<file path="src/hw/rtl/assert_macros.svh">
// assertion macros for the rtl top level
`ifndef ASSERT_MACROS_SVH
`define ASSERT_MACROS_SVH

// clocked assertion, disabled while reset is low
`define BSC_ASSERT(label, clk, rst_n, prop, msg) \
    label: assert property (@(posedge clk) disable iff (!rst_n) prop) else $error(msg);

// clocked assertion that also holds during reset
`define BSC_ASSERT_ALWAYS(label, clk, prop, msg) \
    label: assert property (@(posedge clk) prop) else $error(msg);

`endif

</file>
<file path="src/hw/rtl/bsc_pkg.sv">
// package with widths, register map, constants and helpers of the compensation block
`timescale 1ns / 1ps

package bsc_pkg;

    // field widths
    localparam int RAW_W   = 24;
    localparam int VALUE_W = 32;
    localparam int ADDR_W  = 5;
    localparam int DATA_W  = 32;

    // register map, index is the word address
    typedef enum logic [2:0] {
        REG_OVERSAMPLING = 3'd0,
        REG_AC1          = 3'd1,
        REG_AC2          = 3'd2,
        REG_AC3          = 3'd3,
        REG_AC4          = 3'd4,
        REG_AC5_AC6      = 3'd5,
        REG_B1_B2        = 3'd6,
        REG_MC_MD        = 3'd7
    } bsc_reg_t;

    // item kinds
    localparam logic CMD_TEMP  = 1'b0;
    localparam logic CMD_PRESS = 1'b1;

    // register reset values
    localparam logic [1:0]  OSS_RESET   = 2'd3;
    localparam logic [15:0] AC1_RESET   = 16'd408;
    localparam logic [15:0] AC2_RESET   = 16'hFFB8;
    localparam logic [15:0] AC3_RESET   = 16'hC7D1;
    localparam logic [15:0] AC4_RESET   = 16'd32741;
    localparam logic [31:0] AC56_RESET  = 32'd2146785905;
    localparam logic [31:0] B1B2_RESET  = 32'd405667844;
    localparam logic [31:0] MCMD_RESET  = 32'd3724086068;

    // compensation constants
    localparam logic [31:0] B6_OFFSET   = 32'd4000;
    localparam logic [31:0] X3_BIAS     = 32'd32768;
    localparam logic [31:0] B7_SCALE    = 32'd50000;
    localparam logic [31:0] P_COEF_SQ   = 32'd3038;
    localparam logic [31:0] P_COEF_LIN  = 32'hFFFF_E343;
    localparam logic [31:0] P_COEF_OFS  = 32'd3791;
    localparam logic [31:0] T_ROUND     = 32'd8;
    localparam logic [31:0] X3_ROUND    = 32'd2;

    // arithmetic shift right of a 32-bit word
    function automatic logic [31:0] sra32(input logic [31:0] v, input logic [4:0] sh);
        sra32 = 32'($signed(v) >>> sh);
    endfunction

    // sign extension of a 16-bit coefficient
    function automatic logic [31:0] sext16(input logic [15:0] v);
        sext16 = {{16{v[15]}}, v};
    endfunction

endpackage

</file>
<file path="src/hw/rtl/bsc_if.sv">
// stream interfaces for raw readings and compensated results
`timescale 1ns / 1ps

// raw reading channel
interface bsc_sample_if
    import bsc_pkg::*;
();
    logic               valid;
    logic               ready;
    logic               cmd;
    logic [RAW_W-1:0]   raw_reading;

    modport source (output valid, output cmd, output raw_reading, input ready);
    modport sink   (input valid, input cmd, input raw_reading, output ready);
endinterface

// compensated result channel
interface bsc_result_if
    import bsc_pkg::*;
();
    logic               valid;
    logic               ready;
    logic               kind;
    logic [VALUE_W-1:0] value;
    logic               div_error;

    modport source (output valid, output kind, output value, output div_error, input ready);
    modport sink   (input valid, input kind, input value, input div_error, output ready);
endinterface

</file>
<file path="src/hw/rtl/baro_sensor_compensation.sv">
// top level: barometric temperature and pressure compensation with shared multiplier
// the block takes a reading only when idle and takes no new one until the last has gone to
// the output register; a zero divisor skips the radix-2 divider and gives an error result;
//   the sequenced 32x32 multiplier gives one product per cycle, registered
// a finished result waits in the output register while the next item is taken
// reset: asynchronous active low, restores the calibration registers and clears stored b5
`timescale 1ns / 1ps
`include "assert_macros.svh"

module baro_sensor_compensation
    import bsc_pkg::*;
(
    input  logic                clk,
    input  logic                rst_n,
    input  logic                psel,
    input  logic                penable,
    input  logic                pwrite,
    input  logic [ADDR_W-1:0]   paddr,
    input  logic [DATA_W-1:0]   pwdata,
    output logic [DATA_W-1:0]   prdata,
    output logic                pready,
    bsc_sample_if.sink          sample,
    bsc_result_if.source        result
);

    // sequencer states, one-hot
    typedef enum logic [21:0] {
        S_IDLE   = 22'h000001,
        S_T_MUL  = 22'h000002,
        S_T_X1   = 22'h000004,
        S_T_DSET = 22'h000008,
        S_T_QS   = 22'h000010,
        S_T_B5   = 22'h000020,
        S_P_M0   = 22'h000040,
        S_P_SQ   = 22'h000080,
        S_P_X2   = 22'h000100,
        S_P_B3   = 22'h000200,
        S_P_X13  = 22'h000400,
        S_P_X3   = 22'h000800,
        S_P_M5   = 22'h001000,
        S_P_B4   = 22'h002000,
        S_P_B7   = 22'h004000,
        S_DIV    = 22'h008000,
        S_P_P    = 22'h010000,
        S_P_M7   = 22'h020000,
        S_P_M8   = 22'h040000,
        S_P_X1F  = 22'h080000,
        S_P_FIN  = 22'h100000,
        S_OUT    = 22'h200000
    } bsc_state_t;

    // configuration registers
    logic [1:0]  oss_reg,  oss_next;
    logic [15:0] ac1_reg,  ac1_next;
    logic [15:0] ac2_reg,  ac2_next;
    logic [15:0] ac3_reg,  ac3_next;
    logic [15:0] ac4_reg,  ac4_next;
    logic [31:0] ac56_reg, ac56_next;
    logic [31:0] b1b2_reg, b1b2_next;
    logic [31:0] mcmd_reg, mcmd_next;

    // control state
    bsc_state_t  state_reg, state_next;
    logic [4:0]  div_cnt_reg, div_cnt_next;
    logic        out_valid_reg, out_valid_next;
    logic [31:0] b5_reg, b5_next;

    // working registers
    logic        cmd_reg, cmd_next;
    logic [31:0] opa_reg, opa_next;
    logic [31:0] b6_reg, b6_next;
    logic [31:0] sq_reg, sq_next;
    logic [31:0] x1_reg, x1_next;
    logic [31:0] x2_reg, x2_next;
    logic [31:0] b3_reg, b3_next;
    logic [31:0] b4_reg, b4_next;
    logic [31:0] b7_reg, b7_next;
    logic [31:0] p_reg, p_next;
    logic [31:0] prod_reg, prod_next;
    logic [31:0] rem_reg, rem_next;
    logic [31:0] quo_reg, quo_next;
    logic [31:0] dvs_reg, dvs_next;
    logic        neg_reg, neg_next;
    logic [31:0] val_reg, val_next;
    logic        err_reg, err_next;
    logic        out_kind_reg, out_kind_next;
    logic [31:0] out_value_reg, out_value_next;
    logic        out_err_reg, out_err_next;

    // combinational helpers
    logic        cfg_write;
    logic        accept;
    logic [31:0] mul_a;
    logic [31:0] mul_b;
    logic [32:0] div_shift;
    logic [32:0] div_trial;
    logic [31:0] ac1_s, ac2_s, ac3_s, b1_s, b2_s, mc_s, md_s;
    logic [31:0] mc_shl;
    logic [31:0] x3_sum;
    logic [31:0] b3_pre;
    logic [31:0] b5_sum;
    logic [31:0] t_p;

    // apb side
    assign pready    = 1'b1;
    assign cfg_write = psel & penable & pwrite;

    always_comb
    begin
        unique case (bsc_reg_t'(paddr[ADDR_W-1:2]))
            REG_OVERSAMPLING: prdata = {30'd0, oss_reg};
            REG_AC1:          prdata = {16'd0, ac1_reg};
            REG_AC2:          prdata = {16'd0, ac2_reg};
            REG_AC3:          prdata = {16'd0, ac3_reg};
            REG_AC4:          prdata = {16'd0, ac4_reg};
            REG_AC5_AC6:      prdata = ac56_reg;
            REG_B1_B2:        prdata = b1b2_reg;
            REG_MC_MD:        prdata = mcmd_reg;
            default:          prdata = '0;
        endcase
    end

    // register writes
    always_comb
    begin
        oss_next  = oss_reg;
        ac1_next  = ac1_reg;
        ac2_next  = ac2_reg;
        ac3_next  = ac3_reg;
        ac4_next  = ac4_reg;
        ac56_next = ac56_reg;
        b1b2_next = b1b2_reg;
        mcmd_next = mcmd_reg;
        if (cfg_write)
        begin
            unique case (bsc_reg_t'(paddr[ADDR_W-1:2]))
                REG_OVERSAMPLING: oss_next  = pwdata[1:0];
                REG_AC1:          ac1_next  = pwdata[15:0];
                REG_AC2:          ac2_next  = pwdata[15:0];
                REG_AC3:          ac3_next  = pwdata[15:0];
                REG_AC4:          ac4_next  = pwdata[15:0];
                REG_AC5_AC6:      ac56_next = pwdata;
                REG_B1_B2:        b1b2_next = pwdata;
                REG_MC_MD:        mcmd_next = pwdata;
                default:          oss_next  = oss_reg;
            endcase
        end
    end

    // signed coefficients
    assign ac1_s  = sext16(ac1_reg);
    assign ac2_s  = sext16(ac2_reg);
    assign ac3_s  = sext16(ac3_reg);
    assign b1_s   = sext16(b1b2_reg[31:16]);
    assign b2_s   = sext16(b1b2_reg[15:0]);
    assign mc_s   = sext16(mcmd_reg[31:16]);
    assign md_s   = sext16(mcmd_reg[15:0]);
    assign mc_shl = mc_s << 11;

    // handshake
    assign sample.ready     = (state_reg == S_IDLE);
    assign accept           = sample.valid & sample.ready;
    assign result.valid     = out_valid_reg;
    assign result.kind      = out_kind_reg;
    assign result.value     = out_value_reg;
    assign result.div_error = out_err_reg;

    // divider step: restoring, one quotient bit a cycle
    assign div_shift = {rem_reg, quo_reg[31]};
    assign div_trial = div_shift - {1'b0, dvs_reg};

    // small adders used in writeback steps
    assign x3_sum = x2_reg + sra32(prod_reg, 5'd11);
    assign b3_pre = ((ac1_s << 2) + x3_sum) << oss_reg;
    assign b5_sum = x1_reg + x2_reg;
    assign t_p    = sra32(p_reg, 5'd8);

    // shared multiplier operand select
    always_comb
    begin
        mul_a = '0;
        mul_b = '0;
        unique case (state_reg)
            S_T_MUL:
            begin
                mul_a = opa_reg;
                mul_b = {16'd0, ac56_reg[31:16]};
            end
            S_P_M0:
            begin
                mul_a = b6_reg;
                mul_b = b6_reg;
            end
            S_P_SQ:
            begin
                mul_a = ac2_s;
                mul_b = b6_reg;
            end
            S_P_X2:
            begin
                mul_a = b2_s;
                mul_b = sq_reg;
            end
            S_P_B3:
            begin
                mul_a = ac3_s;
                mul_b = b6_reg;
            end
            S_P_X13:
            begin
                mul_a = b1_s;
                mul_b = sq_reg;
            end
            S_P_M5:
            begin
                mul_a = {16'd0, ac4_reg};
                mul_b = x2_reg;
            end
            S_P_B4:
            begin
                mul_a = b3_reg;
                mul_b = B7_SCALE >> oss_reg;
            end
            S_P_M7:
            begin
                mul_a = t_p;
                mul_b = t_p;
            end
            S_P_M8:
            begin
                mul_a = prod_reg;
                mul_b = P_COEF_SQ;
            end
            S_P_X1F:
            begin
                mul_a = p_reg;
                mul_b = P_COEF_LIN;
            end
            default:
            begin
                mul_a = '0;
                mul_b = '0;
            end
        endcase
    end

    assign prod_next = 32'(mul_a * mul_b);

    // sequencer
    always_comb
    begin
        state_next     = state_reg;
        div_cnt_next   = div_cnt_reg;
        out_valid_next = out_valid_reg;
        b5_next        = b5_reg;
        cmd_next       = cmd_reg;
        opa_next       = opa_reg;
        b6_next        = b6_reg;
        sq_next        = sq_reg;
        x1_next        = x1_reg;
        x2_next        = x2_reg;
        b3_next        = b3_reg;
        b4_next        = b4_reg;
        b7_next        = b7_reg;
        p_next         = p_reg;
        rem_next       = rem_reg;
        quo_next       = quo_reg;
        dvs_next       = dvs_reg;
        neg_next       = neg_reg;
        val_next       = val_reg;
        err_next       = err_reg;
        out_kind_next  = out_kind_reg;
        out_value_next = out_value_reg;
        out_err_next   = out_err_reg;

        // result register drains independently
        if (result.ready)
        begin
            out_valid_next = 1'b0;
        end

        unique case (state_reg)
            S_IDLE:
            begin
                if (accept)
                begin
                    cmd_next = sample.cmd;
                    err_next = 1'b0;
                    val_next = '0;
                    b6_next  = b5_reg - B6_OFFSET;
                    if (sample.cmd == CMD_TEMP)
                    begin
                        opa_next   = {16'd0, sample.raw_reading[15:0]}
                                   - {16'd0, ac56_reg[15:0]};
                        state_next = S_T_MUL;
                    end
                    else
                    begin
                        opa_next   = {8'd0, sample.raw_reading >> (4'd8 - {2'b00, oss_reg})};
                        state_next = S_P_M0;
                    end
                end
            end

            // temperature: x1 and divisor
            S_T_MUL:
            begin
                state_next = S_T_X1;
            end
            S_T_X1:
            begin
                x1_next    = sra32(prod_reg, 5'd15);
                x2_next    = sra32(prod_reg, 5'd15) + md_s;
                state_next = S_T_DSET;
            end
            S_T_DSET:
            begin
                if (x2_reg == '0)
                begin
                    err_next   = 1'b1;
                    val_next   = '0;
                    state_next = S_OUT;
                end
                else
                begin
                    rem_next     = '0;
                    quo_next     = mc_shl[31] ? (32'd0 - mc_shl) : mc_shl;
                    dvs_next     = x2_reg[31] ? (32'd0 - x2_reg) : x2_reg;
                    neg_next     = mc_shl[31] ^ x2_reg[31];
                    div_cnt_next = '1;
                    state_next   = S_DIV;
                end
            end
            S_T_QS:
            begin
                x2_next    = neg_reg ? (32'd0 - quo_reg) : quo_reg;
                state_next = S_T_B5;
            end
            S_T_B5:
            begin
                b5_next    = b5_sum;
                val_next   = sra32(b5_sum + T_ROUND, 5'd4);
                state_next = S_OUT;
            end

            // pressure: b3, b4, b7 through the shared multiplier
            S_P_M0:
            begin
                state_next = S_P_SQ;
            end
            S_P_SQ:
            begin
                sq_next    = sra32(prod_reg, 5'd12);
                state_next = S_P_X2;
            end
            S_P_X2:
            begin
                x2_next    = sra32(prod_reg, 5'd11);
                state_next = S_P_B3;
            end
            S_P_B3:
            begin
                b3_next    = sra32(b3_pre + X3_ROUND, 5'd2);
                state_next = S_P_X13;
            end
            S_P_X13:
            begin
                x1_next    = sra32(prod_reg, 5'd13);
                b3_next    = opa_reg - b3_reg;
                state_next = S_P_X3;
            end
            S_P_X3:
            begin
                x2_next    = sra32(x1_reg + sra32(prod_reg, 5'd16) + X3_ROUND, 5'd2)
                           + X3_BIAS;
                state_next = S_P_M5;
            end
            S_P_M5:
            begin
                state_next = S_P_B4;
            end
            S_P_B4:
            begin
                b4_next    = prod_reg >> 15;
                state_next = S_P_B7;
            end
            S_P_B7:
            begin
                b7_next = prod_reg;
                if (b4_reg == '0)
                begin
                    err_next   = 1'b1;
                    val_next   = '0;
                    state_next = S_OUT;
                end
                else
                begin
                    rem_next     = '0;
                    quo_next     = prod_reg[31] ? prod_reg : (prod_reg << 1);
                    dvs_next     = b4_reg;
                    div_cnt_next = '1;
                    state_next   = S_DIV;
                end
            end

            // shared divider iterations
            S_DIV:
            begin
                if (div_trial[32])
                begin
                    rem_next = div_shift[31:0];
                    quo_next = {quo_reg[30:0], 1'b0};
                end
                else
                begin
                    rem_next = div_trial[31:0];
                    quo_next = {quo_reg[30:0], 1'b1};
                end
                div_cnt_next = div_cnt_reg - 5'd1;
                if (div_cnt_reg == '0)
                begin
                    state_next = (cmd_reg == CMD_PRESS) ? S_P_P : S_T_QS;
                end
            end

            // pressure: final polynomial
            S_P_P:
            begin
                p_next     = b7_reg[31] ? (quo_reg << 1) : quo_reg;
                state_next = S_P_M7;
            end
            S_P_M7:
            begin
                state_next = S_P_M8;
            end
            S_P_M8:
            begin
                state_next = S_P_X1F;
            end
            S_P_X1F:
            begin
                x1_next    = sra32(prod_reg, 5'd16);
                state_next = S_P_FIN;
            end
            S_P_FIN:
            begin
                val_next   = p_reg + sra32(x1_reg + sra32(prod_reg, 5'd16) + P_COEF_OFS,
                                           5'd4);
                state_next = S_OUT;
            end

            // hand the item to the result register once it is free
            S_OUT:
            begin
                if (!out_valid_reg || result.ready)
                begin
                    out_valid_next = 1'b1;
                    out_kind_next  = cmd_reg;
                    out_value_next = val_reg;
                    out_err_next   = err_reg;
                    state_next     = S_IDLE;
                end
            end

            default:
            begin
                state_next = S_IDLE;
            end
        endcase
    end

    // control registers
    always_ff @(posedge clk or negedge rst_n)
    begin
        if (!rst_n)
        begin
            state_reg     <= S_IDLE;
            div_cnt_reg   <= '0;
            out_valid_reg <= 1'b0;
            b5_reg        <= '0;
            oss_reg       <= OSS_RESET;
            ac1_reg       <= AC1_RESET;
            ac2_reg       <= AC2_RESET;
            ac3_reg       <= AC3_RESET;
            ac4_reg       <= AC4_RESET;
            ac56_reg      <= AC56_RESET;
            b1b2_reg      <= B1B2_RESET;
            mcmd_reg      <= MCMD_RESET;
        end
        else
        begin
            state_reg     <= state_next;
            div_cnt_reg   <= div_cnt_next;
            out_valid_reg <= out_valid_next;
            b5_reg        <= b5_next;
            oss_reg       <= oss_next;
            ac1_reg       <= ac1_next;
            ac2_reg       <= ac2_next;
            ac3_reg       <= ac3_next;
            ac4_reg       <= ac4_next;
            ac56_reg      <= ac56_next;
            b1b2_reg      <= b1b2_next;
            mcmd_reg      <= mcmd_next;
        end
    end

    // datapath registers
    always_ff @(posedge clk)
    begin
        cmd_reg       <= cmd_next;
        opa_reg       <= opa_next;
        b6_reg        <= b6_next;
        sq_reg        <= sq_next;
        x1_reg        <= x1_next;
        x2_reg        <= x2_next;
        b3_reg        <= b3_next;
        b4_reg        <= b4_next;
        b7_reg        <= b7_next;
        p_reg         <= p_next;
        prod_reg      <= prod_next;
        rem_reg       <= rem_next;
        quo_reg       <= quo_next;
        dvs_reg       <= dvs_next;
        neg_reg       <= neg_next;
        val_reg       <= val_next;
        err_reg       <= err_next;
        out_kind_reg  <= out_kind_next;
        out_value_reg <= out_value_next;
        out_err_reg   <= out_err_next;
    end

    // checks
    `BSC_ASSERT(a_div_nonzero, clk, rst_n,
        (state_reg == S_DIV) |-> (dvs_reg != '0), "divider runs with zero divisor")
    `BSC_ASSERT(a_err_zero, clk, rst_n,
        (out_valid_reg && out_err_reg) |-> (out_value_reg == '0), "error result nonzero")
    `BSC_ASSERT(a_b5_update, clk, rst_n,
        !$stable(b5_reg) |-> $past(state_reg == S_T_B5), "stored b5 changed out of turn")
    `BSC_ASSERT_ALWAYS(a_busy_after_accept, clk,
        (rst_n && accept) |=> !sample.ready, "block still ready after taking an item")

endmodule

</file>
<file path="src/flat_wrapper.sv">
// flat-port wrapper written by rule: the top's interface ports become plain ports
module baro_sensor_compensation_flat import bsc_pkg::*;
  (clk, rst_n, psel, penable, pwrite, paddr, pwdata, prdata, pready, sample_valid, sample_cmd, sample_raw_reading, sample_ready, result_valid, result_kind, result_value, result_div_error, result_ready);
  bsc_sample_if sample_i ();
  bsc_result_if result_i ();
  input  logic clk;
  input  logic rst_n;
  input  logic psel;
  input  logic penable;
  input  logic pwrite;
  input  logic [ADDR_W-1:0] paddr;
  input  logic [DATA_W-1:0] pwdata;
  output logic [DATA_W-1:0] prdata;
  output logic pready;
  input wire logic [$bits(sample_i.valid)-1:0] sample_valid;
  input wire logic [$bits(sample_i.cmd)-1:0] sample_cmd;
  input wire logic [$bits(sample_i.raw_reading)-1:0] sample_raw_reading;
  output wire logic [$bits(sample_i.ready)-1:0] sample_ready;
  output wire logic [$bits(result_i.valid)-1:0] result_valid;
  output wire logic [$bits(result_i.kind)-1:0] result_kind;
  output wire logic [$bits(result_i.value)-1:0] result_value;
  output wire logic [$bits(result_i.div_error)-1:0] result_div_error;
  input wire logic [$bits(result_i.ready)-1:0] result_ready;
  assign sample_i.valid = sample_valid;
  assign sample_i.cmd = sample_cmd;
  assign sample_i.raw_reading = sample_raw_reading;
  assign sample_ready = sample_i.ready;
  assign result_valid = result_i.valid;
  assign result_kind = result_i.kind;
  assign result_value = result_i.value;
  assign result_div_error = result_i.div_error;
  assign result_i.ready = result_ready;
  baro_sensor_compensation u_core (.clk(clk), .rst_n(rst_n), .psel(psel), .penable(penable), .pwrite(pwrite), .paddr(paddr), .pwdata(pwdata), .prdata(prdata), .pready(pready), .sample(sample_i), .result(result_i));
endmodule
</file>
<file path="config.mk">
export PLATFORM = sky130hd
export DESIGN_NAME = baro_sensor_compensation_flat
export DESIGN_NICKNAME = d
export VERILOG_FILES = /design/src/hw/rtl/bsc_pkg.sv /design/src/hw/rtl/bsc_if.sv /design/src/hw/rtl/baro_sensor_compensation.sv /design/src/flat_wrapper.sv
export VERILOG_INCLUDE_DIRS = /design/src /design/src/hw/rtl
export SDC_FILE = /design/constraint.sdc
export NUM_CORES = 2
export LEC_CHECK = 0
export ABC_AREA = 1
export BUFFER_PORTS_ARGS = -buffer_cell sky130_fd_sc_hd__buf_2
export CAP_MARGIN = 25
export CORE_ASPECT_RATIO = 1.25
export CORE_MARGIN = 1
export CORE_UTILIZATION = 59
export DETAILED_ROUTE_END_ITERATION = 10
export PLACE_DENSITY = 0.79
export SYNTH_ARGS = -nofsm -noshare
export SYNTH_HDL_FRONTEND = slang
export SYNTH_SLANG_ARGS = --single-unit
</file>
<file path="constraint.sdc">
create_clock -name clk -period 8.73 [get_ports clk]
set_input_delay 1.746 -clock clk [delete_from_list [all_inputs] [get_ports clk]]
set_output_delay 1.746 -clock clk [all_outputs]
set_load 0.1 [all_outputs]
</file>
==> metrics.yaml <==
status: "complete, no violations"
hp-class: "reg2reg"
grt_pass1_wl_microns: 389000
async_flop_share_pct: 35.3
synthSimpleGateAreaFrac_pct: 23.6
synth_edf_count: 375
relSlewSlack_pct: 27.2
grt_overflow: 0
die_area_sq_um: 106000
vias: 62394
crit_path_max_fanout: 8
startpoint_type: "register"
cts_max_level: 3
die_w_microns: 291
avgSynthCellArea_sq_um: 7.62
synth_top_family_by_area: "simple AND/OR/NAND/NOR gates"
fin_crit_sh_pct: 98.4
core_region_area_sq_um: 103000
grtUsageTotal_pct: 50.8
cts_root_buffer: "clkbuf_16"
hold_viol: 0
whs_endpoint: "u_core.result.value[20]$_DFFE_PP_"
crit_buf_inv: 10
die_height_microns: 363
ys_ff_latch: 629
cp.arrival_ns: 9.19
synthMuxAreaShare_pct: 0.295
netlist_area_sq_um: 61500
clockBufferDepth: 3
wirelength_microns: 271000
r2r-end: "u_core.prod_reg[28]$_DFF_P_"
grt_max_degree: 123
ys_warn_count: 0
skew_ns: 0.0410
max-vdd-ir-drop_uv: 241
synth_top_flop_cell: "edfxtp_1"
r2r_setup_slack_ns: 0.14
yosysSeqAreaShare_pct: 28.6
post-route-util_pct: 68.0
setup_viol: 0
yosysTopAreaCell: "edfxtp_1"
post-dp-hpwl_microns: 219000
required_ns: 9.33
viasPerCell: 6.26
dr.first_iter.drc_count: 8788
slowest_stage: "fa_1"
rows: 132
grt_pass1_vias: 59891
crit_path_max_incr_delay_ns: 0.57
routabilityCongestion: 1.13
drtAntennaViolNets: 0
finalInstanceArea_sq_um: 70300
slew_viol_final: 0
start_util_pct: 59.5
min_from: "u_core.val_reg[20]$_DFFE_PP_"
p_per_area_nw_per_um2: 236
maxCapViolCount: 0
fmax_ghz: 0.116
dr.pass1.iters: 9
holdPathStages: 0
tightest_slew_ns: 1.08
finalCriticalPeriod_ns: 8.59
cts_sinks: 629
r2r_cells: 36
final_nets: 9421
crit_path_frequent_cell: "fa_1"
p_total_mw: 16.6
synth.net_count: 8929
drive_gt1_share_pct: 12.9
io_pins: 138
synthTopCellsByArea: "edfxtp_1 (18%), fa_1 (14%), nand2_1 (11%)"
drc: 0
p_leak_nw: 33.8
area_growth_pct: 14.3
avgRoutedWirePerCell_microns: 27.2
synthAdderAreaFrac_pct: 21.5
synth_compound_area_share_pct: 12.7
synth_common_cells: "nand2_1 (1,730), inv_1 (1,343), nor2_1 (872)"
holdWs_ns: 0.417
synth_cells: 8068
antenna_found_initial: 15
ys_types: 73
clk_pin_slew_ns: 0.06
tritoncts: "yes"
port_buffers: 134
path_class: "reg2reg"
synth_top_cell_area_share_pct: 18.3
setup_tns_ns: 0
regToRegStartpoint: "u_core.state_reg[0]$_DFFE_PN1P_"
cts_made_buffers: 70
crit_family: "adder cells"
clk_latency_ns: 0.70
end_kind: "register"
synthMostInstantiatedCell: "nand2_1"
synth-xor-area-share_pct: 3.32
postPlaceCellArea_sq_um: 67100
==> power breakdown <==
group          leakage [nW]  switching (mW)  total, mW  internal (mW)
registers              6.39           0.610       4.42           3.81
logic                  26.3            6.09       8.98           2.90
clock network          1.13            1.39       3.15           1.76
total                  33.8            8.09       16.6           8.47
==> kinds of logic after synthesis <==
| group | count (synthesis) |
|---|---|
| adder cells (fa/ha/maj) | 792 |
| multiplexers | 17 |
| XOR/XNOR | 233 |
| AO/OA/AOI/OAI | 1368 |
| AND/OR/NAND/NOR | 3409 |
| flip-flops | 629 |
| buffers and inverters | 1619 |
| other | 1 |
==> metrics by stage <==
step / setup slack, ns / instances
floorplan: 0.0597 / 8068
detailed placement: -0.238 / 9810
finish: 0.138 / 9969
global placement: -0.147 / 9806
global route: -0.0767 / 9956
CTS: 0.00570 / 9940
==> how the worst max path moves through the flow <==
stage,from,end,slack [ns],depth (start not counted)
2_1_floorplan,u_core.oss_reg[0]$_DFFE_PN1P_,u_core.prod_reg[31]$_DFF_P_,0.06,42
3_3_place_gp,u_core.state_reg[0]$_DFFE_PN1P_,u_core.prod_reg[31]$_DFF_P_,-0.15,44
3_5_place_dp,u_core.state_reg[0]$_DFFE_PN1P_,u_core.prod_reg[31]$_DFF_P_,-0.24,44
4_1_cts,u_core.state_reg[0]$_DFFE_PN1P_,u_core.prod_reg[31]$_DFF_P_,0.006,45
5_1_grt,u_core.state_reg[14]$_DFFE_PN0P_,u_core.prod_reg[30]$_DFF_P_,-0.08,37
6_report,u_core.state_reg[0]$_DFFE_PN1P_,u_core.prod_reg[28]$_DFF_P_,0.14,36
==> timing repair <==
action	in CTS	in global routing
gates cloned	0	2
buffers inserted	2	10
hold buffers	0	0
resized for setup	18	139
setup endpoints to repair	5	8
pin swaps	3	59
==> area by class of cell <==
cell class,count,area [sq um]
repair buffers,662,5000
flip-flops and latches,629,17600
well taps,1340,1680
clock buffers,83,1860
clock inverters,45,510
diodes,13,32.5
fillers,8523,33100
inverters,1375,5180
multi-input cells,5822,38400
==> routing by layer <==
metal  up-vias  GRT usage (%)  share of wire, %
li1      27205              -                 -
met1     29328           59.9                34
met2      4588           75.7                42
met3      1263           13.2                12
met4        10           48.1                12
met5         -              0             0.025
==> worst reg2reg max path, delay by kind of cell (launching register included) <==
family / cells / cell delay, ns
fa+ha+maj: 9 / 4.06
compound gates: 9 / 1.74
buf+inv: 10 / 1.23
simple gates: 7 / 0.76
flops: 1 / 0.54
xor+xnor: 1 / 0.17
==> cell usage in the layout, fill, tap and decap left out, drive strengths merged, types with 85 or more instances in the layout <==
| cell | n |
|---|---|
| nor3 | 90 |
| o21ai | 607 |
| edfxtp | 375 |
| inv | 1361 |
| xor2 | 165 |
| fa | 445 |
| nand4 | 108 |
| nor2 | 893 |
| ha | 347 |
| a21oi | 407 |
| dfrtp | 136 |
| nand2 | 1753 |
| clkbuf | 85 |
| buf | 660 |
| dfstp | 86 |
| nand3 | 467 |
(Power assumes the default switching activity.)
